**src/sv/slt_pkg.sv**
```systemverilog
// Shared types, constants and helper functions for the stack-language tokenizer.
// No dependencies; the datapath, controller and top import this package.
package slt_pkg;

  // Name buffer sizing
  localparam int NAME_CAPACITY = 32;
  localparam int LEN_W         = $clog2(NAME_CAPACITY + 1);
  localparam int IDX_W         = $clog2(NAME_CAPACITY);

  // Number accumulator: 31 bits, product acc*10+9 fits in four more
  localparam int VAL_W = 31;
  localparam int MAC_W = VAL_W + 4;
  localparam logic [VAL_W-1:0] NUM_MAX = '1;

  // Character codes
  localparam logic [7:0] CHR_ZERO    = 8'h30;
  localparam logic [7:0] CHR_NINE    = 8'h39;
  localparam logic [7:0] CHR_UPPER_A = 8'h41;
  localparam logic [7:0] CHR_LOWER_Z = 8'h7A;
  localparam logic [7:0] CHR_SLASH   = 8'h2F;
  localparam logic [7:0] CHR_OPEN    = 8'h7B;
  localparam logic [7:0] CHR_CLOSE   = 8'h7D;
  localparam logic [7:0] CHR_SPACE   = 8'h20;

  typedef enum logic [1:0] {
    MODE_IDLE,
    MODE_NUM,
    MODE_EXEC,
    MODE_LIT
  } mode_e;

  typedef enum logic [2:0] {
    KIND_NUMBER,
    KIND_SPACE,
    KIND_EXEC,
    KIND_LIT,
    KIND_OPEN,
    KIND_CLOSE,
    KIND_END,
    KIND_UNKNOWN
  } kind_e;

  // Input character classes; end of input counts as a delimiter
  typedef enum logic [1:0] {
    CLS_DIGIT,
    CLS_LETTER,
    CLS_SLASH,
    CLS_DELIM
  } char_class_e;

  typedef enum logic [1:0] {
    ST_RUN,
    ST_NAME,
    ST_TAIL
  } state_e;

  // Scanner state updates
  typedef enum logic [2:0] {
    UPD_NONE,
    UPD_DIGIT,
    UPD_APPEND,
    UPD_START_EXEC,
    UPD_START_LIT,
    UPD_CLEAR
  } upd_e;

  // Source of the result loaded into the output register
  typedef enum logic [2:0] {
    EMIT_NONE,
    EMIT_NUMBER,
    EMIT_NAME,
    EMIT_TOKEN_IN,
    EMIT_TOKEN_SAVED
  } emit_e;

  typedef struct packed {
    upd_e  upd;
    emit_e emit;
    logic  save_tail;
    logic  name_start;
    logic  name_step;
  } slt_cmd_t;

  typedef struct packed {
    mode_e       mode;
    char_class_e cls;
    logic        slot_free;
    logic        name_last;
    logic        tail_slash;
  } slt_stat_t;

  function automatic char_class_e classify(input logic [7:0] c, input logic eoi);
    char_class_e cls;
    if (eoi) begin
      cls = CLS_DELIM;
    end else if (c inside {[CHR_ZERO:CHR_NINE]}) begin
      cls = CLS_DIGIT;
    end else if (c inside {[CHR_UPPER_A:CHR_LOWER_Z]}) begin
      cls = CLS_LETTER;
    end else if (c == CHR_SLASH) begin
      cls = CLS_SLASH;
    end else begin
      cls = CLS_DELIM;
    end
    return cls;
  endfunction

  // Kind of a one-character token, or the end token
  function automatic kind_e token_kind(input logic [7:0] c, input logic eoi);
    kind_e k;
    if (eoi) begin
      k = KIND_END;
    end else begin
      case (c)
        CHR_SPACE: k = KIND_SPACE;
        CHR_OPEN:  k = KIND_OPEN;
        CHR_CLOSE: k = KIND_CLOSE;
        default:   k = KIND_UNKNOWN;
      endcase
    end
    return k;
  endfunction

endpackage

```
**src/sv/slt_in_if.sv**
```systemverilog
// Character input channel of the tokenizer: valid/ready plus one character and an end-of-input flag.
// Depends on nothing.
interface slt_in_if;
  logic       valid;
  logic       ready;
  logic [7:0] in_char;
  logic       end_of_input;

  modport source (output valid, output in_char, output end_of_input, input ready);
  modport sink   (input valid, input in_char, input end_of_input, output ready);
endinterface

```
**src/sv/slt_out_if.sv**
```systemverilog
// Token result channel of the tokenizer: valid/ready plus one result item.
// Depends on nothing.
interface slt_out_if;
  logic        valid;
  logic        ready;
  logic [2:0]  token_kind;
  logic [30:0] number_value;
  logic [7:0]  out_char;
  logic        last_of_token;
  logic        overflowed;

  modport source (output valid, output token_kind, output number_value, output out_char,
                  output last_of_token, output overflowed, input ready);
  modport sink   (input valid, input token_kind, input number_value, input out_char,
                  input last_of_token, input overflowed, output ready);
endinterface

```
**src/sv/slt_datapath.sv**
```systemverilog
// Tokenizer datapath: scan state, number accumulator, name memory, output register.
// Depends on slt_pkg; driven by slt_ctrl through slt_cmd_t.
module slt_datapath (
  input  logic             clk_i,
  input  logic             rst_ni,
  input  logic [7:0]       in_char_i,
  input  logic             end_of_input_i,
  input  slt_pkg::slt_cmd_t  cmd_i,
  output slt_pkg::slt_stat_t stat_o,
  input  logic             out_ready_i,
  output logic             out_valid_o,
  output logic [2:0]       token_kind_o,
  output logic [30:0]      number_value_o,
  output logic [7:0]       out_char_o,
  output logic             last_of_token_o,
  output logic             overflowed_o
);
  import slt_pkg::*;

  mode_e             mode_q, mode_d;
  logic [VAL_W-1:0]  acc_q, acc_d;
  logic [LEN_W-1:0]  len_q, len_d;
  logic              ovf_q, ovf_d;
  logic [IDX_W-1:0]  ptr_q, ptr_d;
  logic [7:0]        tail_char_q, tail_char_d;
  logic              tail_eoi_q, tail_eoi_d;
  logic [7:0]        name_mem [NAME_CAPACITY];
  logic [7:0]        rdata_q;
  logic              wr_en;
  logic [IDX_W-1:0]  wr_addr;
  logic [3:0]        digit;
  logic [MAC_W-1:0]  mac;
  logic              name_last;
  logic              slot_free;

  logic              out_valid_q, out_valid_d;
  logic [2:0]        kind_q, kind_d;
  logic [VAL_W-1:0]  val_q, val_d;
  logic [7:0]        char_q, char_d;
  logic              last_q, last_d;
  logic              oflw_q, oflw_d;

  // acc*10 + digit as shift-and-add
  assign digit = 4'(in_char_i - CHR_ZERO);
  assign mac   = (MAC_W'(acc_q) << 3) + (MAC_W'(acc_q) << 1) + MAC_W'(digit);

  assign name_last = (len_q == '0) || ((LEN_W'(ptr_q) + LEN_W'(1)) == len_q);
  assign slot_free = !out_valid_q || out_ready_i;

  // Scan state update
  always_comb begin
    mode_d  = mode_q;
    acc_d   = acc_q;
    len_d   = len_q;
    ovf_d   = ovf_q;
    wr_en   = 1'b0;
    wr_addr = len_q[IDX_W-1:0];
    case (cmd_i.upd)
      UPD_DIGIT: begin
        case (mode_q)
          MODE_NUM: begin
            if (mac > MAC_W'(NUM_MAX)) begin
              acc_d = NUM_MAX;
              ovf_d = 1'b1;
            end else begin
              acc_d = mac[VAL_W-1:0];
            end
          end
          MODE_EXEC, MODE_LIT: begin
            if (len_q < LEN_W'(NAME_CAPACITY)) begin
              wr_en = 1'b1;
              len_d = len_q + LEN_W'(1);
            end else begin
              ovf_d = 1'b1;
            end
          end
          default: begin
            mode_d = MODE_NUM;
            acc_d  = VAL_W'(digit);
            ovf_d  = 1'b0;
          end
        endcase
      end
      UPD_APPEND: begin
        if (len_q < LEN_W'(NAME_CAPACITY)) begin
          wr_en = 1'b1;
          len_d = len_q + LEN_W'(1);
        end else begin
          ovf_d = 1'b1;
        end
      end
      UPD_START_EXEC: begin
        mode_d  = MODE_EXEC;
        acc_d   = '0;
        ovf_d   = 1'b0;
        len_d   = LEN_W'(1);
        wr_en   = 1'b1;
        wr_addr = '0;
      end
      UPD_START_LIT: begin
        mode_d = MODE_LIT;
        acc_d  = '0;
        len_d  = '0;
        ovf_d  = 1'b0;
      end
      UPD_CLEAR: begin
        mode_d = MODE_IDLE;
        acc_d  = '0;
        len_d  = '0;
        ovf_d  = 1'b0;
      end
      default: ;
    endcase
  end

  // Read pointer and saved delimiter
  always_comb begin
    ptr_d = ptr_q;
    if (cmd_i.name_start) begin
      ptr_d = '0;
    end else if (cmd_i.name_step && !name_last) begin
      ptr_d = ptr_q + IDX_W'(1);
    end
    tail_char_d = tail_char_q;
    tail_eoi_d  = tail_eoi_q;
    if (cmd_i.save_tail) begin
      tail_char_d = in_char_i;
      tail_eoi_d  = end_of_input_i;
    end
  end

  // Output register load
  always_comb begin
    out_valid_d = out_valid_q;
    kind_d      = kind_q;
    val_d       = val_q;
    char_d      = char_q;
    last_d      = last_q;
    oflw_d      = oflw_q;
    if (out_ready_i) begin
      out_valid_d = 1'b0;
    end
    case (cmd_i.emit)
      EMIT_NUMBER: begin
        out_valid_d = 1'b1;
        kind_d      = KIND_NUMBER;
        val_d       = acc_q;
        char_d      = '0;
        last_d      = 1'b1;
        oflw_d      = ovf_q;
      end
      EMIT_NAME: begin
        out_valid_d = 1'b1;
        kind_d      = (mode_q == MODE_EXEC) ? KIND_EXEC : KIND_LIT;
        val_d       = '0;
        char_d      = (len_q == '0) ? 8'h00 : rdata_q;
        last_d      = name_last;
        oflw_d      = ovf_q;
      end
      EMIT_TOKEN_IN: begin
        out_valid_d = 1'b1;
        kind_d      = token_kind(in_char_i, end_of_input_i);
        val_d       = '0;
        char_d      = end_of_input_i ? 8'h00 : in_char_i;
        last_d      = 1'b1;
        oflw_d      = 1'b0;
      end
      EMIT_TOKEN_SAVED: begin
        out_valid_d = 1'b1;
        kind_d      = token_kind(tail_char_q, tail_eoi_q);
        val_d       = '0;
        char_d      = tail_eoi_q ? 8'h00 : tail_char_q;
        last_d      = 1'b1;
        oflw_d      = 1'b0;
      end
      default: ;
    endcase
  end

  // Control registers
  always_ff @(posedge clk_i or negedge rst_ni) begin
    if (!rst_ni) begin
      mode_q      <= MODE_IDLE;
      acc_q       <= '0;
      len_q       <= '0;
      ovf_q       <= 1'b0;
      ptr_q       <= '0;
      out_valid_q <= 1'b0;
    end else begin
      mode_q      <= mode_d;
      acc_q       <= acc_d;
      len_q       <= len_d;
      ovf_q       <= ovf_d;
      ptr_q       <= ptr_d;
      out_valid_q <= out_valid_d;
    end
  end

  // Payload registers
  always_ff @(posedge clk_i) begin
    tail_char_q <= tail_char_d;
    tail_eoi_q  <= tail_eoi_d;
    kind_q      <= kind_d;
    val_q       <= val_d;
    char_q      <= char_d;
    last_q      <= last_d;
    oflw_q      <= oflw_d;
  end

  // Name memory: one write port, registered read at the next pointer
  always_ff @(posedge clk_i) begin
    if (wr_en) begin
      name_mem[wr_addr] <= in_char_i;
    end
    rdata_q <= name_mem[ptr_d];
  end

  assign stat_o.mode       = mode_q;
  assign stat_o.cls        = classify(in_char_i, end_of_input_i);
  assign stat_o.slot_free  = slot_free;
  assign stat_o.name_last  = name_last;
  assign stat_o.tail_slash = !tail_eoi_q && (tail_char_q == CHR_SLASH);

  assign out_valid_o     = out_valid_q;
  assign token_kind_o    = kind_q;
  assign number_value_o  = val_q;
  assign out_char_o      = char_q;
  assign last_of_token_o = last_q;
  assign overflowed_o    = oflw_q;

endmodule

```
**src/sv/slt_ctrl.sv**
```systemverilog
// Tokenizer controller: accepts characters and sequences name flushes.
// Depends on slt_pkg; commands slt_datapath through slt_cmd_t.
module slt_ctrl (
  input  logic               clk_i,
  input  logic               rst_ni,
  input  logic               in_valid_i,
  output logic               in_ready_o,
  input  slt_pkg::slt_stat_t stat_i,
  output slt_pkg::slt_cmd_t  cmd_o
);
  import slt_pkg::*;

  state_e state_q, state_d;
  logic   take;

  assign in_ready_o = (state_q == ST_RUN) && stat_i.slot_free;
  assign take       = in_valid_i && in_ready_o;

  // Next state
  always_comb begin
    state_d = state_q;
    case (state_q)
      ST_RUN: begin
        if (take) begin
          if (stat_i.cls == CLS_SLASH && stat_i.mode == MODE_EXEC) begin
            state_d = ST_NAME;
          end else if (stat_i.cls == CLS_DELIM) begin
            case (stat_i.mode)
              MODE_NUM:            state_d = ST_TAIL;
              MODE_EXEC, MODE_LIT: state_d = ST_NAME;
              default:             state_d = ST_RUN;
            endcase
          end
        end
      end
      ST_NAME: begin
        if (stat_i.slot_free && stat_i.name_last) begin
          state_d = stat_i.tail_slash ? ST_RUN : ST_TAIL;
        end
      end
      ST_TAIL: begin
        if (stat_i.slot_free) begin
          state_d = ST_RUN;
        end
      end
      default: state_d = ST_RUN;
    endcase
  end

  // Datapath commands
  always_comb begin
    cmd_o = '{upd: UPD_NONE, emit: EMIT_NONE, save_tail: 1'b0,
              name_start: 1'b0, name_step: 1'b0};
    case (state_q)
      ST_RUN: begin
        if (take) begin
          case (stat_i.cls)
            CLS_DIGIT: cmd_o.upd = UPD_DIGIT;
            CLS_LETTER: begin
              case (stat_i.mode)
                MODE_EXEC, MODE_LIT: cmd_o.upd = UPD_APPEND;
                MODE_NUM: begin
                  cmd_o.emit = EMIT_NUMBER;
                  cmd_o.upd  = UPD_START_EXEC;
                end
                default: cmd_o.upd = UPD_START_EXEC;
              endcase
            end
            CLS_SLASH: begin
              case (stat_i.mode)
                MODE_LIT: ;
                MODE_NUM: begin
                  cmd_o.emit = EMIT_NUMBER;
                  cmd_o.upd  = UPD_START_LIT;
                end
                MODE_EXEC: begin
                  cmd_o.save_tail  = 1'b1;
                  cmd_o.name_start = 1'b1;
                end
                default: cmd_o.upd = UPD_START_LIT;
              endcase
            end
            default: begin
              case (stat_i.mode)
                MODE_NUM: begin
                  cmd_o.emit      = EMIT_NUMBER;
                  cmd_o.upd       = UPD_CLEAR;
                  cmd_o.save_tail = 1'b1;
                end
                MODE_EXEC, MODE_LIT: begin
                  cmd_o.save_tail  = 1'b1;
                  cmd_o.name_start = 1'b1;
                end
                default: cmd_o.emit = EMIT_TOKEN_IN;
              endcase
            end
          endcase
        end
      end
      ST_NAME: begin
        if (stat_i.slot_free) begin
          cmd_o.emit      = EMIT_NAME;
          cmd_o.name_step = 1'b1;
          if (stat_i.name_last) begin
            cmd_o.upd = stat_i.tail_slash ? UPD_START_LIT : UPD_CLEAR;
          end
        end
      end
      ST_TAIL: begin
        if (stat_i.slot_free) begin
          cmd_o.emit = EMIT_TOKEN_SAVED;
        end
      end
      default: ;
    endcase
  end

  always_ff @(posedge clk_i or negedge rst_ni) begin
    if (!rst_ni) begin
      state_q <= ST_RUN;
    end else begin
      state_q <= state_d;
    end
  end

endmodule

```
**src/sv/stack_language_tokenizer_top.sv**
```systemverilog
// Stack-language tokenizer: one character in per transaction, token items out.
// Character channel in_s (slt_in_if): in_char, end_of_input.
// Result channel out_s (slt_out_if): token_kind, number_value, out_char,
//   last_of_token, overflowed; a name leaves as one item per character.
// A character is taken while the scanner runs and the output register is free; one
//   that ends a number or is a one-character token from idle has its result
//   loaded into the output register, visible there on the next cycle.
// A delimiter ending a number gives two items, the number then the delimiter
//   token; one ending a name of N buffered characters gives N items (one if
//   empty) plus the delimiter token, with the character channel held off
//   meanwhile; a slash ending an exec name gives its N items and no delimiter token.
// Throughput: one character per cycle while the receiver takes each item, except
//   when a delimiter ends a number or a name is flushed, set by the single output
//   register and the one read port of the name memory.
// End of input flushes the pending token and then sends an end token.
// Reset: scanner idle, no pending token, output register empty.
// When the receiver stalls, the output register holds its item and the
//   character channel drops ready until the register can be reloaded.
// Depends on slt_pkg, slt_in_if, slt_out_if, slt_ctrl, slt_datapath.
module stack_language_tokenizer_top (
  input  logic           clk_i,
  input  logic           rst_ni,
  slt_in_if.sink         in_s,
  slt_out_if.source      out_s
);
  import slt_pkg::*;

  slt_cmd_t  cmd;
  slt_stat_t stat;

  slt_ctrl u_ctrl (
    .clk_i      (clk_i),
    .rst_ni     (rst_ni),
    .in_valid_i (in_s.valid),
    .in_ready_o (in_s.ready),
    .stat_i     (stat),
    .cmd_o      (cmd)
  );

  slt_datapath u_datapath (
    .clk_i           (clk_i),
    .rst_ni          (rst_ni),
    .in_char_i       (in_s.in_char),
    .end_of_input_i  (in_s.end_of_input),
    .cmd_i           (cmd),
    .stat_o          (stat),
    .out_ready_i     (out_s.ready),
    .out_valid_o     (out_s.valid),
    .token_kind_o    (out_s.token_kind),
    .number_value_o  (out_s.number_value),
    .out_char_o      (out_s.out_char),
    .last_of_token_o (out_s.last_of_token),
    .overflowed_o    (out_s.overflowed)
  );

`ifndef SYNTHESIS
  // Never load the output register while it still holds an untaken item
  assert property (@(posedge clk_i) disable iff (!rst_ni)
    (cmd.emit != EMIT_NONE) |-> stat.slot_free)
    else $error("result loaded over a pending item");

  // A digit never produces a result
  assert property (@(posedge clk_i) disable iff (!rst_ni)
    (in_s.valid && in_s.ready && stat.cls == CLS_DIGIT) |-> (cmd.emit == EMIT_NONE))
    else $error("digit produced a result");

  // End of input with nothing pending gives the end token next cycle
  assert property (@(posedge clk_i) disable iff (!rst_ni)
    (in_s.valid && in_s.ready && in_s.end_of_input && stat.mode == MODE_IDLE)
      |=> (out_s.valid && out_s.token_kind == KIND_END && out_s.last_of_token))
    else $error("end token missing");
`endif

endmodule
```
**src/flat_wrapper.sv**
```systemverilog
// flat-port wrapper written by rule: the top's interface ports become plain ports
module stack_language_tokenizer_top_flat import slt_pkg::*;
  (clk_i, rst_ni, in_s_valid, in_s_in_char, in_s_end_of_input, in_s_ready, out_s_valid, out_s_token_kind, out_s_number_value, out_s_out_char, out_s_last_of_token, out_s_overflowed, out_s_ready);
  slt_in_if in_s_i ();
  slt_out_if out_s_i ();
  input  logic clk_i;
  input  logic rst_ni;
  input wire logic [$bits(in_s_i.valid)-1:0] in_s_valid;
  input wire logic [$bits(in_s_i.in_char)-1:0] in_s_in_char;
  input wire logic [$bits(in_s_i.end_of_input)-1:0] in_s_end_of_input;
  output wire logic [$bits(in_s_i.ready)-1:0] in_s_ready;
  output wire logic [$bits(out_s_i.valid)-1:0] out_s_valid;
  output wire logic [$bits(out_s_i.token_kind)-1:0] out_s_token_kind;
  output wire logic [$bits(out_s_i.number_value)-1:0] out_s_number_value;
  output wire logic [$bits(out_s_i.out_char)-1:0] out_s_out_char;
  output wire logic [$bits(out_s_i.last_of_token)-1:0] out_s_last_of_token;
  output wire logic [$bits(out_s_i.overflowed)-1:0] out_s_overflowed;
  input wire logic [$bits(out_s_i.ready)-1:0] out_s_ready;
  assign in_s_i.valid = in_s_valid;
  assign in_s_i.in_char = in_s_in_char;
  assign in_s_i.end_of_input = in_s_end_of_input;
  assign in_s_ready = in_s_i.ready;
  assign out_s_valid = out_s_i.valid;
  assign out_s_token_kind = out_s_i.token_kind;
  assign out_s_number_value = out_s_i.number_value;
  assign out_s_out_char = out_s_i.out_char;
  assign out_s_last_of_token = out_s_i.last_of_token;
  assign out_s_overflowed = out_s_i.overflowed;
  assign out_s_i.ready = out_s_ready;
  stack_language_tokenizer_top u_core (.clk_i(clk_i), .rst_ni(rst_ni), .in_s(in_s_i), .out_s(out_s_i));
endmodule
```
**config.mk**
```make
export PLATFORM = sky130hd
export DESIGN_NAME = stack_language_tokenizer_top_flat
export DESIGN_NICKNAME = d
export VERILOG_FILES = /design/src/sv/slt_pkg.sv /design/src/sv/slt_in_if.sv /design/src/sv/slt_out_if.sv /design/src/sv/slt_datapath.sv /design/src/sv/slt_ctrl.sv /design/src/sv/stack_language_tokenizer_top.sv /design/src/flat_wrapper.sv
export SDC_FILE = /design/constraint.sdc
export NUM_CORES = 1
export LEC_CHECK = 0
export BUFFER_PORTS_ARGS = -buffer_cell sky130_fd_sc_hd__buf_2
export CAP_MARGIN = 15
export CELL_PAD_IN_SITES_DETAIL_PLACEMENT = 1
export CELL_PAD_IN_SITES_GLOBAL_PLACEMENT = 1
export CORE_UTILIZATION = 35
export DETAILED_ROUTE_END_ITERATION = 8
export HOLD_SLACK_MARGIN = 0.15
export PLACE_DENSITY_LB_ADDON = 0.25
export SLEW_MARGIN = 20
export SYNTH_ARGS = -nofsm -noshare
export SYNTH_HDL_FRONTEND = slang
export SYNTH_SLANG_ARGS = --single-unit
```
**constraint.sdc**
```tcl
create_clock -name clk_i -period 6.33 [get_ports clk_i]
set_input_delay 0.633 -clock clk_i [delete_from_list [all_inputs] [get_ports clk_i]]
set_output_delay 0.633 -clock clk_i [all_outputs]
set_load 0.05 [all_outputs]
```
==> insert_results.sql, run 1 <==
INSERT INTO impl_metrics (metric_group, metric, value, unit) VALUES
('outcome', 'run_status', 'finished, final reports clean', ''),
('detailed_routing', 'detail-route-antenna-nets', '0', ''),
('floorplan', 'die_width', '226', 'um'),
('yosys', 'synth-edff-count', '309', ''),
('sta', 'setup_tns', '0', 'ps'),
('floorplan', 'die_height', '226', 'um'),
('pwr', 'p_leak', '7.87', 'nW'),
('clock_tree', 'cts_setup_buffers', '0', ''),
('sta', 'slew_headroom', '34.4', '%'),
('pwr', 'power_per_cell_area', '415', 'nW/um^2'),
('clock_tree', 'tritoncts', 'built', ''),
('sta', 'grt_setup_unrepaired', 'no', ''),
('grt', 'grt_max_degree', '101', ''),
('clock_tree', 'h-tree-depth', '2', ''),
('grt', 'grt_pass1_vias', '12700', ''),
('setup_path', 'cp-start-kind', 'input pin', ''),
('layout', 'final_layout_size_suffix_gt1_share', '12.4', '%'),
('detailed_routing', 'drt_iter0_markers', '757', ''),
('floorplan', 'area_of_the_die', '51200', 'um^2'),
('clock_tree', 'clk-insertion-delay-late', '580', 'ps'),
('grt', 'grt_first_pass_wirelength', '77.5', 'mm'),
('sta', 'setup-violations-final', '0', ''),
('yosys', 'synthesis.nets', '1579', ''),
('floorplan', 'start_util', '35.8', '%'),
('clock_tree', 'numCtsBuffers', '44', ''),
('detailed_routing', 'avgRoutedWirePerCell', '22.3', 'um'),
('detailed_routing', 'first_pass_iters', '5', ''),
('worst_hold_path', 'timing.hold.worst.class', 'in2async', ''),
('grt', 'gr-usage-all-layers', '20.0', '%'),
('setup_path', 'critical_path_peak_fanout', '100', ''),
('detailed_routing', 'routed_wirelength', '50.1', 'mm'),
('sta', 'final.setup_skew', '23.6', 'ps'),
('yosys', 'synth_seq_area_share', '60.4', '%'),
('yosys', 'dominantRegCellSynth', 'sky130_fd_sc_hd__edfxtp_1', ''),
('sta', 'fmaxAchievable', '207', 'MHz'),
('sta', 'final_hold_viol_count', '0', ''),
('sta', 'final-max-slew-violation-count', '0', ''),
('layout', 'antennaDiodeCount', '0', ''),
('yosys', 'synthCells', '1495', ''),
('clock_tree', 'cts.path.max_buffers', '3', ''),
('setup_path', 'worst_ep_required_time', '6740', 'ps'),
('job', 'cap_viol_max_count', '0', ''),
('grt', 'global_route_congestion_overflow_total', '0', ''),
('setup_path', 'cpMaxStageDelayCell', 'sky130_fd_sc_hd__a2111oi_1', ''),
('clock_tree', 'cts_hold_repair.buffers', '0', ''),
('grt', 'antenna_violations_before_repair', '3', ''),
('clock_tree', 'cts_root_buffer', 'sky130_fd_sc_hd__clkbuf_16', ''),
('pwr', 'worst_ir_drop_vdd', '0.283', 'mV'),
('detailed_routing', 'drc_errors', '0', ''),
('yosys', 'area_fraction_of_the_dominant_cell_type_after_synthesis', '52.7', '%'),
('placement', 'dp.final_hpwl', '33.6', 'mm'),
('placement', 'finalWeightedCongestion', '0.813', ''),
('setup_path', 'cpPeakStageDelay', '500', 'ps'),
('floorplan', 'io-pin-count', '59', ''),
('yosys', 'syn_area', '17600', 'um^2'),
('yosys', 'total_number_of_yosys_warnings', '0', ''),
('sta', 'timing_worst_slew_pin_value', '981', 'ps'),
('setup_path', 'timing.reg2reg.worst_path_depth', '13', ''),
('setup_path', 'worstPathCellList', 'buf_2 -> nor4_1 -> nand2_1 -> o221ai_1 -> o21ai_0 -> nand2_1 -> ha_1 -> inv_1 -> a2111oi_1 -> nand2_1 -> nand2_1 -> mux2_4 -> buf_12 -> nand2_1 -> and3_1 -> a311oi_1 -> o32ai_1 -> a221oi_1', ''),
('clock_tree', 'cts_repair_resize_count', '0', ''),
('layout', 'fin_nets', '1630', ''),
('yosys', 'post_synth_num_cell_types', '81', ''),
('detailed_routing', 'detail_route.vias_per_cell', '5.35', ''),
('clock_tree', 'clock-sinks', '365', ''),
('layout', 'areaGrowthSynthToFinish', '14.2', '%'),
('yosys', 'synth.avg_cell_area', '11.8', 'um^2'),
('yosys', 'number_of_storage_elements_in_the_synthesis_netlist', '365', ''),
('setup_path', 'cp-end-kind', 'flop', ''),
('yosys', 'yosys.area.top_type', 'sky130_fd_sc_hd__edfxtp_1', ''),
('setup_path', 'arrival', '5240', 'ps'),
('floorplan', 'placementRows', '81', '');
## cells in the final DEF, fill, tap and decap left out, types with 17 or more instances in the layout
| cell type | instances |
|---|---|
| sky130_fd_sc_hd__a21o_1 | 29 |
| sky130_fd_sc_hd__a21oi_1 | 43 |
| sky130_fd_sc_hd__a311oi_1 | 29 |
| sky130_fd_sc_hd__a31oi_1 | 19 |
| sky130_fd_sc_hd__and2_1 | 38 |
| sky130_fd_sc_hd__and3_1 | 31 |
| sky130_fd_sc_hd__buf_2 | 58 |
| sky130_fd_sc_hd__buf_4 | 26 |
| sky130_fd_sc_hd__clkbuf_16 | 44 |
| sky130_fd_sc_hd__dfrtp_1 | 48 |
| sky130_fd_sc_hd__edfxtp_1 | 309 |
| sky130_fd_sc_hd__ha_1 | 69 |
| sky130_fd_sc_hd__inv_1 | 29 |
| sky130_fd_sc_hd__mux2i_1 | 47 |
| sky130_fd_sc_hd__nand2_1 | 258 |
| sky130_fd_sc_hd__nand3_1 | 66 |
| sky130_fd_sc_hd__nor2_1 | 93 |
| sky130_fd_sc_hd__o21ai_0 | 47 |
| sky130_fd_sc_hd__o21ai_1 | 17 |
| sky130_fd_sc_hd__xnor2_1 | 28 |
## area by class of cell
class / count / area (um^2)
fill: 5311 / 29100
timing repair buffer: 86 / 526
tap: 664 / 831
clock buffer: 53 / 1200
multi-input combinational: 1017 / 6460
clock inverter: 27 / 330
inverter: 32 / 121
sequential: 365 / 10600
## flip-flops by register name, summed over array words and instances (netlist names)
signal	count
u_core.u_datapath.name_mem	256
u_core.u_datapath.acc_q	31
u_core.u_datapath.number_value_o	31
u_core.u_datapath.out_char_o	8
u_core.u_datapath.rdata_q	8
u_core.u_datapath.tail_char_q	8
u_core.u_datapath.len_q	6
u_core.u_datapath.ptr_q	5
u_core.u_datapath.token_kind_o	3
u_core.u_ctrl.state_q	2
u_core.u_datapath.mode_q	2
u_core.u_datapath.last_of_token_o	1
u_core.u_datapath.out_valid_o	1
u_core.u_datapath.overflowed_o	1
u_core.u_datapath.ovf_q	1
u_core.u_datapath.tail_eoi_q	1
## cells by family (layout without fill, tap and decap cells)
| group | after synthesis | after routing | synth area share, % |
|---|---|---|---|
| AO/OA/AOI/OAI | 270 | 270 | 10.6 |
| XOR/XNOR | 42 | 42 | 2.09 |
| adder cells (fa/ha/maj) | 71 | 71 | 5.13 |
| buffers and inverters | 113 | 198 | 3.01 |
| flip-flops | 365 | 365 | 60.4 |
| multiplexers | 58 | 58 | 3.40 |
| AND/OR/NAND/NOR | 576 | 576 | 15.3 |
## synthesized netlist by cell type, types with 14 or more instances
master	instances
sky130_fd_sc_hd__edfxtp_1	309
sky130_fd_sc_hd__nand2_1	259
sky130_fd_sc_hd__nor2_1	93
sky130_fd_sc_hd__ha_1	69
sky130_fd_sc_hd__nand3_1	66
sky130_fd_sc_hd__dfrtp_1	48
sky130_fd_sc_hd__o21ai_0	48
sky130_fd_sc_hd__mux2i_1	47
sky130_fd_sc_hd__a21oi_1	43
sky130_fd_sc_hd__clkbuf_1	39
sky130_fd_sc_hd__and2_1	38
sky130_fd_sc_hd__and3_1	32
sky130_fd_sc_hd__a21o_1	29
sky130_fd_sc_hd__a311oi_1	29
sky130_fd_sc_hd__inv_1	29
sky130_fd_sc_hd__xnor2_1	28
sky130_fd_sc_hd__buf_2	24
sky130_fd_sc_hd__a31oi_1	19
sky130_fd_sc_hd__o21ai_1	17
sky130_fd_sc_hd__nand4_1	16
sky130_fd_sc_hd__xor2_1	14
## path summary, 6_finish.rpt
kind	startpoint	endpoint	slack [ps]
min in group clk_i	in_s_end_of_input	u_core.u_datapath.tail_eoi_q	330
max reg2reg	u_core.u_datapath.len_q[0]	u_core.u_datapath.rdata_q[2]	1730
min reg2reg	u_core.u_datapath.out_valid_o	u_core.u_datapath.out_valid_o	540
max	in_s_in_char[2]	u_core.u_datapath.rdata_q[2]	1510
min	rst_ni	u_core.u_ctrl.state_q[0]	200
max in group asynchronous	rst_ni	u_core.u_datapath.acc_q[2]	5620
## per-layer routing
| layer | up-vias | routed length (um) | global-route usage (%) |
|---|---|---|---|
| li1 | 5617 | - | - |
| met1 | 6104 | 22100 | 25.6 |
| met2 | 210 | 25400 | 35.4 |
| met3 | 77 | 1420 | 2.49 |
| met4 | 0 | 1240 | 5.75 |
| met5 | - | 0 | 0 |
## critical path: cells and delay by family
kind / cells / cell delay (ps)
AO/OA/AOI/OAI: 6 / 1840
buffers and inverters: 3 / 780
AND/OR/NAND/NOR: 7 / 1170
multiplexers: 1 / 400
adder cells (fa/ha/maj): 1 / 290
## report_power, final
group	internal [mW]	switching, mW
Combinational	0.745	1.89
Sequential	2.88	0.164
Clock	1.64	1.03
Total	5.27	3.08
## through the flow
step	setup slack [ps]	cells	area, um^2	util (%)	total power [mW]
finish	1510	2244	20100	40.8	8.36
global route	1140	2244	20100	40.8	8.72
CTS	1470	2244	20100	40.8	8.45
detailed placement	868	2164	18600	37.7	5.76
global placement	985	2164	18600	37.7	5.71
floorplan	2160	1495	17600	-	4.77
(Power assumes the default switching activity.)
==> run 2: changes to the inputs <==
==> constraint.sdc (replaced) <==
create_clock -name clk_i -period 4.8 [get_ports clk_i]
set_input_delay 0.48 -clock clk_i [delete_from_list [all_inputs] [get_ports clk_i]]
set_output_delay 0.48 -clock clk_i [all_outputs]
set_load 0.05 [all_outputs]
==> insert_results.sql, run 2 (same netlist as run 1, synthesis figures left out) <==
INSERT INTO impl_metrics (metric_group, metric, value, unit) VALUES
('outcome', 'run_status', 'finished, final reports clean', ''),
('pwr', 'p_leak', '8.12', 'nW'),
('clock_tree', 'cts_root_buffer', 'sky130_fd_sc_hd__clkbuf_16', ''),
('job', 'cap_viol_max_count', '0', ''),
('sta', 'final.setup_skew', '14.7', 'ps'),
('placement', 'finalWeightedCongestion', '0.825', ''),
('floorplan', 'io-pin-count', '59', ''),
('setup_path', 'cp_top_family', 'simple AND/OR/NAND/NOR gates', ''),
('setup_path', 'worstPathCellList', 'inv_1 -> ha_1 -> nor3b_2 -> nor2_2 -> o21ai_4 -> mux2i_1 -> buf_4 -> or2_1 -> buf_4 -> and3_1 -> a311oi_1 -> buf_4 -> o32ai_1 -> buf_4 -> a221oi_1', ''),
('floorplan', 'die_width', '226', 'um'),
('setup_path', 'path_class', 'reg2reg', ''),
('sta', 'final-max-slew-violation-count', '0', ''),
('placement', 'port_buffers', '58', ''),
('setup_path', 'worst_ep_required_time', '5280', 'ps'),
('setup_path', 'arrival', '4650', 'ps'),
('sta', 'setup-violations-final', '0', ''),
('setup_path', 'cp_common_cell', 'sky130_fd_sc_hd__buf_4', ''),
('sta', 'finalCritPeriodShare', '87.0', '%'),
('detailed_routing', 'via_count', '12400', ''),
('clock_tree', 'cts.path.max_buffers', '3', ''),
('placement', 'dp.final_hpwl', '35.9', 'mm'),
('floorplan', 'area_of_the_die', '51200', 'um^2'),
('layout', 'most_used_cells_in_the_layout_excluding_fill_and_tap_cells', 'sky130_fd_sc_hd__edfxtp_1, sky130_fd_sc_hd__nand2_1, sky130_fd_sc_hd__buf_4', ''),
('clock_tree', 'clk-insertion-delay-late', '580', 'ps'),
('detailed_routing', 'avgRoutedWirePerCell', '22.5', 'um'),
('clock_tree', 'tritoncts', 'built', ''),
('floorplan', 'core-area', '49300', 'um^2'),
('floorplan', 'start_util', '35.8', '%'),
('setup_path', 'critical_path_peak_fanout', '18', ''),
('clock_tree', 'clk_slew_on_worst_s_h_paths', '60', 'ps'),
('layout', 'antennaDiodeCount', '0', ''),
('sta', 'worst_hold_slack', '243', 'ps'),
('grt', 'grt_first_pass_wirelength', '79.9', 'mm'),
('sta', 'setup_tns', '0', 'ps'),
('setup_path', 'cp-end-kind', 'flop', ''),
('grt', 'global_route_congestion_overflow_total', '0', ''),
('setup_path', 'cpMaxStageDelayCell', 'sky130_fd_sc_hd__dfrtp_1', ''),
('grt', 'gr-usage-all-layers', '20.7', '%'),
('clock_tree', 'clock-sinks', '365', ''),
('setup_path', 'cp.buffers_inverters', '5', ''),
('sta', 'timing_worst_slew_pin_value', '1030', 'ps'),
('grt', 'grt_max_degree', '85', ''),
('sta', 'final.min_clock_period', '4180', 'ps'),
('sta', 'final_hold_viol_count', '0', ''),
('layout', 'areaGrowthSynthToFinish', '16.1', '%'),
('worst_hold_path', 'timing.hold.worst.class', 'in2reg', ''),
('setup_path', 'cpPeakStageDelay', '590', 'ps'),
('pwr', 'power_per_cell_area', '523', 'nW/um^2'),
('pwr', 'worst_ir_drop_vdd', '0.387', 'mV'),
('clock_tree', 'cts_setup_buffers', '0', ''),
('layout', 'final_layout_size_suffix_gt1_share', '15.1', '%'),
('detailed_routing', 'first_pass_iters', '5', ''),
('detailed_routing', 'detail-route-antenna-nets', '0', ''),
('grt', 'grt_pass1_vias', '13100', ''),
('detailed_routing', 'detail_route.vias_per_cell', '5.37', ''),
('clock_tree', 'numCtsBuffers', '41', ''),
('sta', 'slew_headroom', '31.1', '%'),
('floorplan', 'die_height', '226', 'um'),
('layout', 'layout_commonest_cell', 'sky130_fd_sc_hd__edfxtp_1', ''),
('floorplan', 'placementRows', '81', ''),
('layout', 'regMostFlops', 'u_core.u_datapath.name_mem', ''),
('sta', 'fmaxAchievable', '239', 'MHz'),
('layout', 'fillers', '5405', ''),
('detailed_routing', 'drt_iter0_markers', '769', ''),
('layout', 'fin_nets', '1700', ''),
('sta', 'grt_setup_unrepaired', 'no', ''),
('clock_tree', 'h-tree-depth', '2', ''),
('setup_path', 'cp-start-kind', 'flop', ''),
('clock_tree', 'cts_repair_resize_count', '0', ''),
('layout', 'number_of_flip_flops_in_the_largest_register', '256', ''),
('grt', 'antenna_violations_before_repair', '1', ''),
('detailed_routing', 'routed_wirelength', '52.0', 'mm'),
('detailed_routing', 'drc_errors', '0', '');
run 2: changes by cell type in the layout (fill, tap and decap cells not counted), moves of 2 or more:
cell	before	now
sky130_fd_sc_hd__buf_4	26	95
sky130_fd_sc_hd__clkbuf_1	2	11
sky130_fd_sc_hd__clkbuf_8	7	1
sky130_fd_sc_hd__bufinv_16	7	2
sky130_fd_sc_hd__clkinv_2	9	5
sky130_fd_sc_hd__buf_12	2	5
sky130_fd_sc_hd__clkinv_4	0	3
sky130_fd_sc_hd__inv_6	3	0
sky130_fd_sc_hd__clkbuf_16	44	42
sky130_fd_sc_hd__clkinv_1	6	8
run 2: metal layers:
metal  share of wire (%)  GRT usage [%]  up-vias
met2                  49           35.5      208
li1                    -              -     5774
met3                 3.4           3.08       81
met1                  44           26.8     6338
met4                 3.0           6.80        2
met5               0.021              0        -
run 2: final cells by class:
type	count	area (um^2)	area share, %
repair buffers	159	1110	5.45
clock inverters	20	180	0.881
flip-flops and latches	365	10600	52.0
inverters	32	121	0.594
clock buffers	54	1110	5.41
multi-input cells	1017	6460	31.6
well taps	664	831	4.06
run 2: worst paths after layout:
| path | depth (start not counted) | to | slack (ps) | start |
|---|---|---|---|---|
| min | 1 | u_core.u_datapath.tail_eoi_q | 240 | in_s_end_of_input |
| max in group asynchronous | 3 | u_core.u_datapath.acc_q[8] | 3700 | rst_ni |
| min reg2reg | 2 | u_core.u_datapath.acc_q[24] | 550 | u_core.u_datapath.acc_q[24] |
| min in group asynchronous | 3 | u_core.u_datapath.out_valid_o | 600 | rst_ni |
| max | 15 | u_core.u_datapath.rdata_q[7] | 620 | u_core.u_datapath.len_q[0] |
| max reg2reg | 15 | u_core.u_datapath.rdata_q[7] | 620 | u_core.u_datapath.len_q[0] |
run 2: what timing repair did:
action / in CTS / in global routing
hold buffers: 1 / 0
endpoints found under the hold margin: 48 / 0
setup endpoints to repair: 0 / 0
run 2: stage by stage:
stage	power (mW)	util (%)	instances	setup WS (ps)	instance area (um^2)
global route	11.2	41.5	2311	272	20400
global placement	7.71	38.9	2236	27.2	19200
detailed placement	7.76	38.9	2236	15.5	19200
CTS	10.8	41.5	2311	564	20400
finish	10.7	41.5	2311	624	20400
floorplan	6.28	-	1495	786	17600
run 2: power breakdown:
part	internal [mW]	switching (mW)	total, mW
clock network	1.74	1.30	3.04
logic	1.08	2.57	3.64
registers	3.80	0.215	4.02
total	6.62	4.08	10.7
==> run 3: changes to the inputs <==
--- a/config.mk
+++ b/config.mk
@@ -6,13 +6,13 @@
 export NUM_CORES = 1
 export LEC_CHECK = 0
 export BUFFER_PORTS_ARGS = -buffer_cell sky130_fd_sc_hd__buf_2
-export CAP_MARGIN = 15
+export CAP_MARGIN = 20
 export CELL_PAD_IN_SITES_DETAIL_PLACEMENT = 1
 export CELL_PAD_IN_SITES_GLOBAL_PLACEMENT = 1
 export CORE_UTILIZATION = 35
 export DETAILED_ROUTE_END_ITERATION = 8
 export HOLD_SLACK_MARGIN = 0.15
-export PLACE_DENSITY_LB_ADDON = 0.25
+export PLACE_DENSITY_LB_ADDON = 0.05
 export SLEW_MARGIN = 20
 export SYNTH_ARGS = -nofsm -noshare
 export SYNTH_HDL_FRONTEND = slang
==> insert_results.sql, run 3 (same netlist as run 1, synthesis figures left out) <==
INSERT INTO impl_metrics (metric_group, metric, value, unit) VALUES
('setup_path', 'path_class', 'reg2reg', ''),
('worst_hold_path', 'min_delay_worst_endpoint', 'u_core.u_datapath.tail_eoi_q', ''),
('placement', 'dp.final_hpwl', '37.0', 'mm'),
('floorplan', 'placementRows', '81', ''),
('pwr', 'total_power', '10.9', 'mW'),
('sta', 'final.min_clock_period', '4300', 'ps'),
('detailed_routing', 'detail_route.vias_per_cell', '5.27', ''),
('layout', 'finish.instance_area', '20500', 'um^2'),
('grt', 'grt_first_pass_wirelength', '82.3', 'mm'),
('setup_path', 'worstPathCellList', 'inv_1 -> ha_1 -> nor3b_2 -> nor2_2 -> o21ai_4 -> mux2_4 -> clkinv_2 -> buf_4 -> nand2_1 -> and3_1 -> a311oi_1 -> o32ai_1 -> buf_4 -> a221oi_1', ''),
('sta', 'final_hold_viol_count', '0', ''),
('detailed_routing', 'routed_wirelength', '53.8', 'mm'),
('clock_tree', 'numCtsBuffers', '43', ''),
('pwr', 'worst_ir_drop_vdd', '0.282', 'mV'),
('detailed_routing', 'first_pass_iters', '6', ''),
('sta', 'worst_hold_slack', '225', 'ps'),
('job', 'cap_viol_max_count', '0', ''),
('clock_tree', 'clk_slew_on_worst_s_h_paths', '60', 'ps'),
('setup_path', 'cpMaxStageDelayCell', 'sky130_fd_sc_hd__dfrtp_1', ''),
('setup_path', 'cpPeakStageDelay', '620', 'ps'),
('clock_tree', 'clk-insertion-delay-late', '580', 'ps'),
('layout', 'layout_commonest_cell', 'sky130_fd_sc_hd__edfxtp_1', ''),
('clock_tree', 'clock-sinks', '365', ''),
('sta', 'fmaxAchievable', '233', 'MHz'),
('clock_tree', 'cts_root_buffer', 'sky130_fd_sc_hd__clkbuf_16', ''),
('placement', 'finalWeightedCongestion', '0.833', ''),
('sta', 'final-max-slew-violation-count', '0', ''),
('sta', 'final.setup_skew', '25.1', 'ps'),
('floorplan', 'area_of_the_die', '51200', 'um^2'),
('sta', 'setup-violations-final', '0', ''),
('floorplan', 'io-pin-count', '59', ''),
('grt', 'antenna_violations_before_repair', '1', ''),
('pwr', 'p_leak', '8.11', 'nW'),
('sta', 'finalCritPeriodShare', '89.5', '%'),
('sta', 'timing_worst_slew_pin_value', '887', 'ps'),
('setup_path', 'cp-start-kind', 'flop', ''),
('setup_path', 'reg2reg_launch_point', 'u_core.u_datapath.len_q[0]', ''),
('clock_tree', 'tritoncts', 'built', ''),
('detailed_routing', 'drt_iter0_markers', '614', ''),
('setup_path', 'timing.reg2reg.worst_path_depth', '14', ''),
('layout', 'number_of_flip_flops_in_the_largest_register', '256', ''),
('floorplan', 'die_height', '226', 'um'),
('setup_path', 'cp-end-kind', 'flop', ''),
('floorplan', 'core-area', '49300', 'um^2'),
('detailed_routing', 'via_count', '12100', ''),
('sta', 'grt_setup_unrepaired', 'no', ''),
('floorplan', 'die_width', '226', 'um'),
('setup_path', 'worst_ep_required_time', '5260', 'ps'),
('setup_path', 'worst_reg_to_reg_setup_slack', '500', 'ps'),
('worst_hold_path', 'min_delay_path_depth', '1', ''),
('pwr', 'power_per_cell_area', '533', 'nW/um^2'),
('placement', 'place_area', '19100', 'um^2'),
('worst_hold_path', 'worstHoldStart', 'in_s_end_of_input', ''),
('layout', 'most_used_cells_in_the_layout_excluding_fill_and_tap_cells', 'sky130_fd_sc_hd__edfxtp_1, sky130_fd_sc_hd__nand2_1, sky130_fd_sc_hd__nor2_1', ''),
('setup_path', 'cp_common_cell', 'sky130_fd_sc_hd__buf_4', ''),
('layout', 'final_core_util', '41.5', '%'),
('detailed_routing', 'detail-route-antenna-nets', '0', ''),
('grt', 'global_route_congestion_overflow_total', '0', ''),
('layout', 'final_layout_size_suffix_gt1_share', '14.8', '%'),
('layout', 'antennaDiodeCount', '0', ''),
('sta', 'setup_tns', '0', 'ps'),
('layout', 'areaGrowthSynthToFinish', '16.1', '%'),
('grt', 'gr-usage-all-layers', '21.6', '%'),
('outcome', 'run_status', 'finished, final reports clean', ''),
('grt', 'grt_pass1_vias', '13100', ''),
('worst_hold_path', 'timing.hold.worst.class', 'in2reg', ''),
('detailed_routing', 'avgRoutedWirePerCell', '23.4', 'um'),
('setup_path', 'critical_path_peak_fanout', '19', ''),
('clock_tree', 'cts.path.max_buffers', '3', ''),
('detailed_routing', 'drc_errors', '0', ''),
('setup_path', 'arrival', '4760', 'ps'),
('placement', 'port_buffers', '58', ''),
('setup_path', 'worst_reg2reg_path_endpoint', 'u_core.u_datapath.rdata_q[7]', ''),
('grt', 'grt_max_degree', '78', ''),
('clock_tree', 'h-tree-depth', '2', ''),
('layout', 'regMostFlops', 'u_core.u_datapath.name_mem', ''),
('sta', 'slew_headroom', '40.7', '%'),
('layout', 'fin_nets', '1692', ''),
('floorplan', 'start_util', '35.8', '%');
-- run 3: repair_timing --
item	CTS	global route
setup buffers	0	0
hold endpoints to repair	48	0
gates resized for setup	0	0
hold buffers	1	0
-- run 3: cell type report --
class / count / area, um^2
Clock buffer: 58 / 1140
Sequential cell: 365 / 10600
Timing Repair Buffer: 149 / 1030
Fill cell: 5300 / 28800
Inverter: 32 / 121
Clock inverter: 17 / 229
Tap cell: 664 / 831
Multi-Input combinational cell: 1017 / 6460
-- run 3: per-layer routing --
layer / wire length, um / global-route usage, %
met5: 0 / 0
met3: 1700 / 2.80
met1: 23700 / 27.0
met4: 1460 / 7.15
met2: 26900 / 38.3
-- run 3: worst max path at each step --
stage,start,to,slack [ps]
floorplan,in_s_in_char[2],u_core.u_datapath.name_mem[24][0],790
global placement,in_s_in_char[7],u_core.u_datapath.rdata_q[0],80
detailed placement,in_s_in_char[7],u_core.u_datapath.rdata_q[0],10
CTS,u_core.u_datapath.len_q[0],u_core.u_datapath.rdata_q[7],580
global route,in_s_in_char[0],u_core.u_datapath.rdata_q[7],230
finish,u_core.u_datapath.len_q[0],u_core.u_datapath.rdata_q[7],500
-- run 3: power by group --
| part | internal [mW] | leakage, nW | switching (mW) | total (mW) |
|---|---|---|---|---|
| clock | 1.89 | 0.657 | 1.33 | 3.23 |
| combinational | 1.07 | 3.92 | 2.58 | 3.64 |
| sequential | 3.80 | 3.54 | 0.224 | 4.03 |
-- run 3: stage by stage --
step / worst slack (ps) / instances
2_1_floorplan: 786 / 1495
3_3_place_gp: 77.1 / 2226
3_5_place_dp: 14.3 / 2226
4_1_cts: 584 / 2302
5_1_grt: 227 / 2302
6_report: 505 / 2302
-- run 3: critical path: cells and delay by family, from the launching register on --
family / cells / cell delay [ps]
buffers and inverters: 4 / 900
AOI/OAI and AO/OA: 4 / 1130
adders and majority gates: 1 / 260
muxes: 1 / 380
and+or+nand+nor: 4 / 870
DFF: 1 / 620
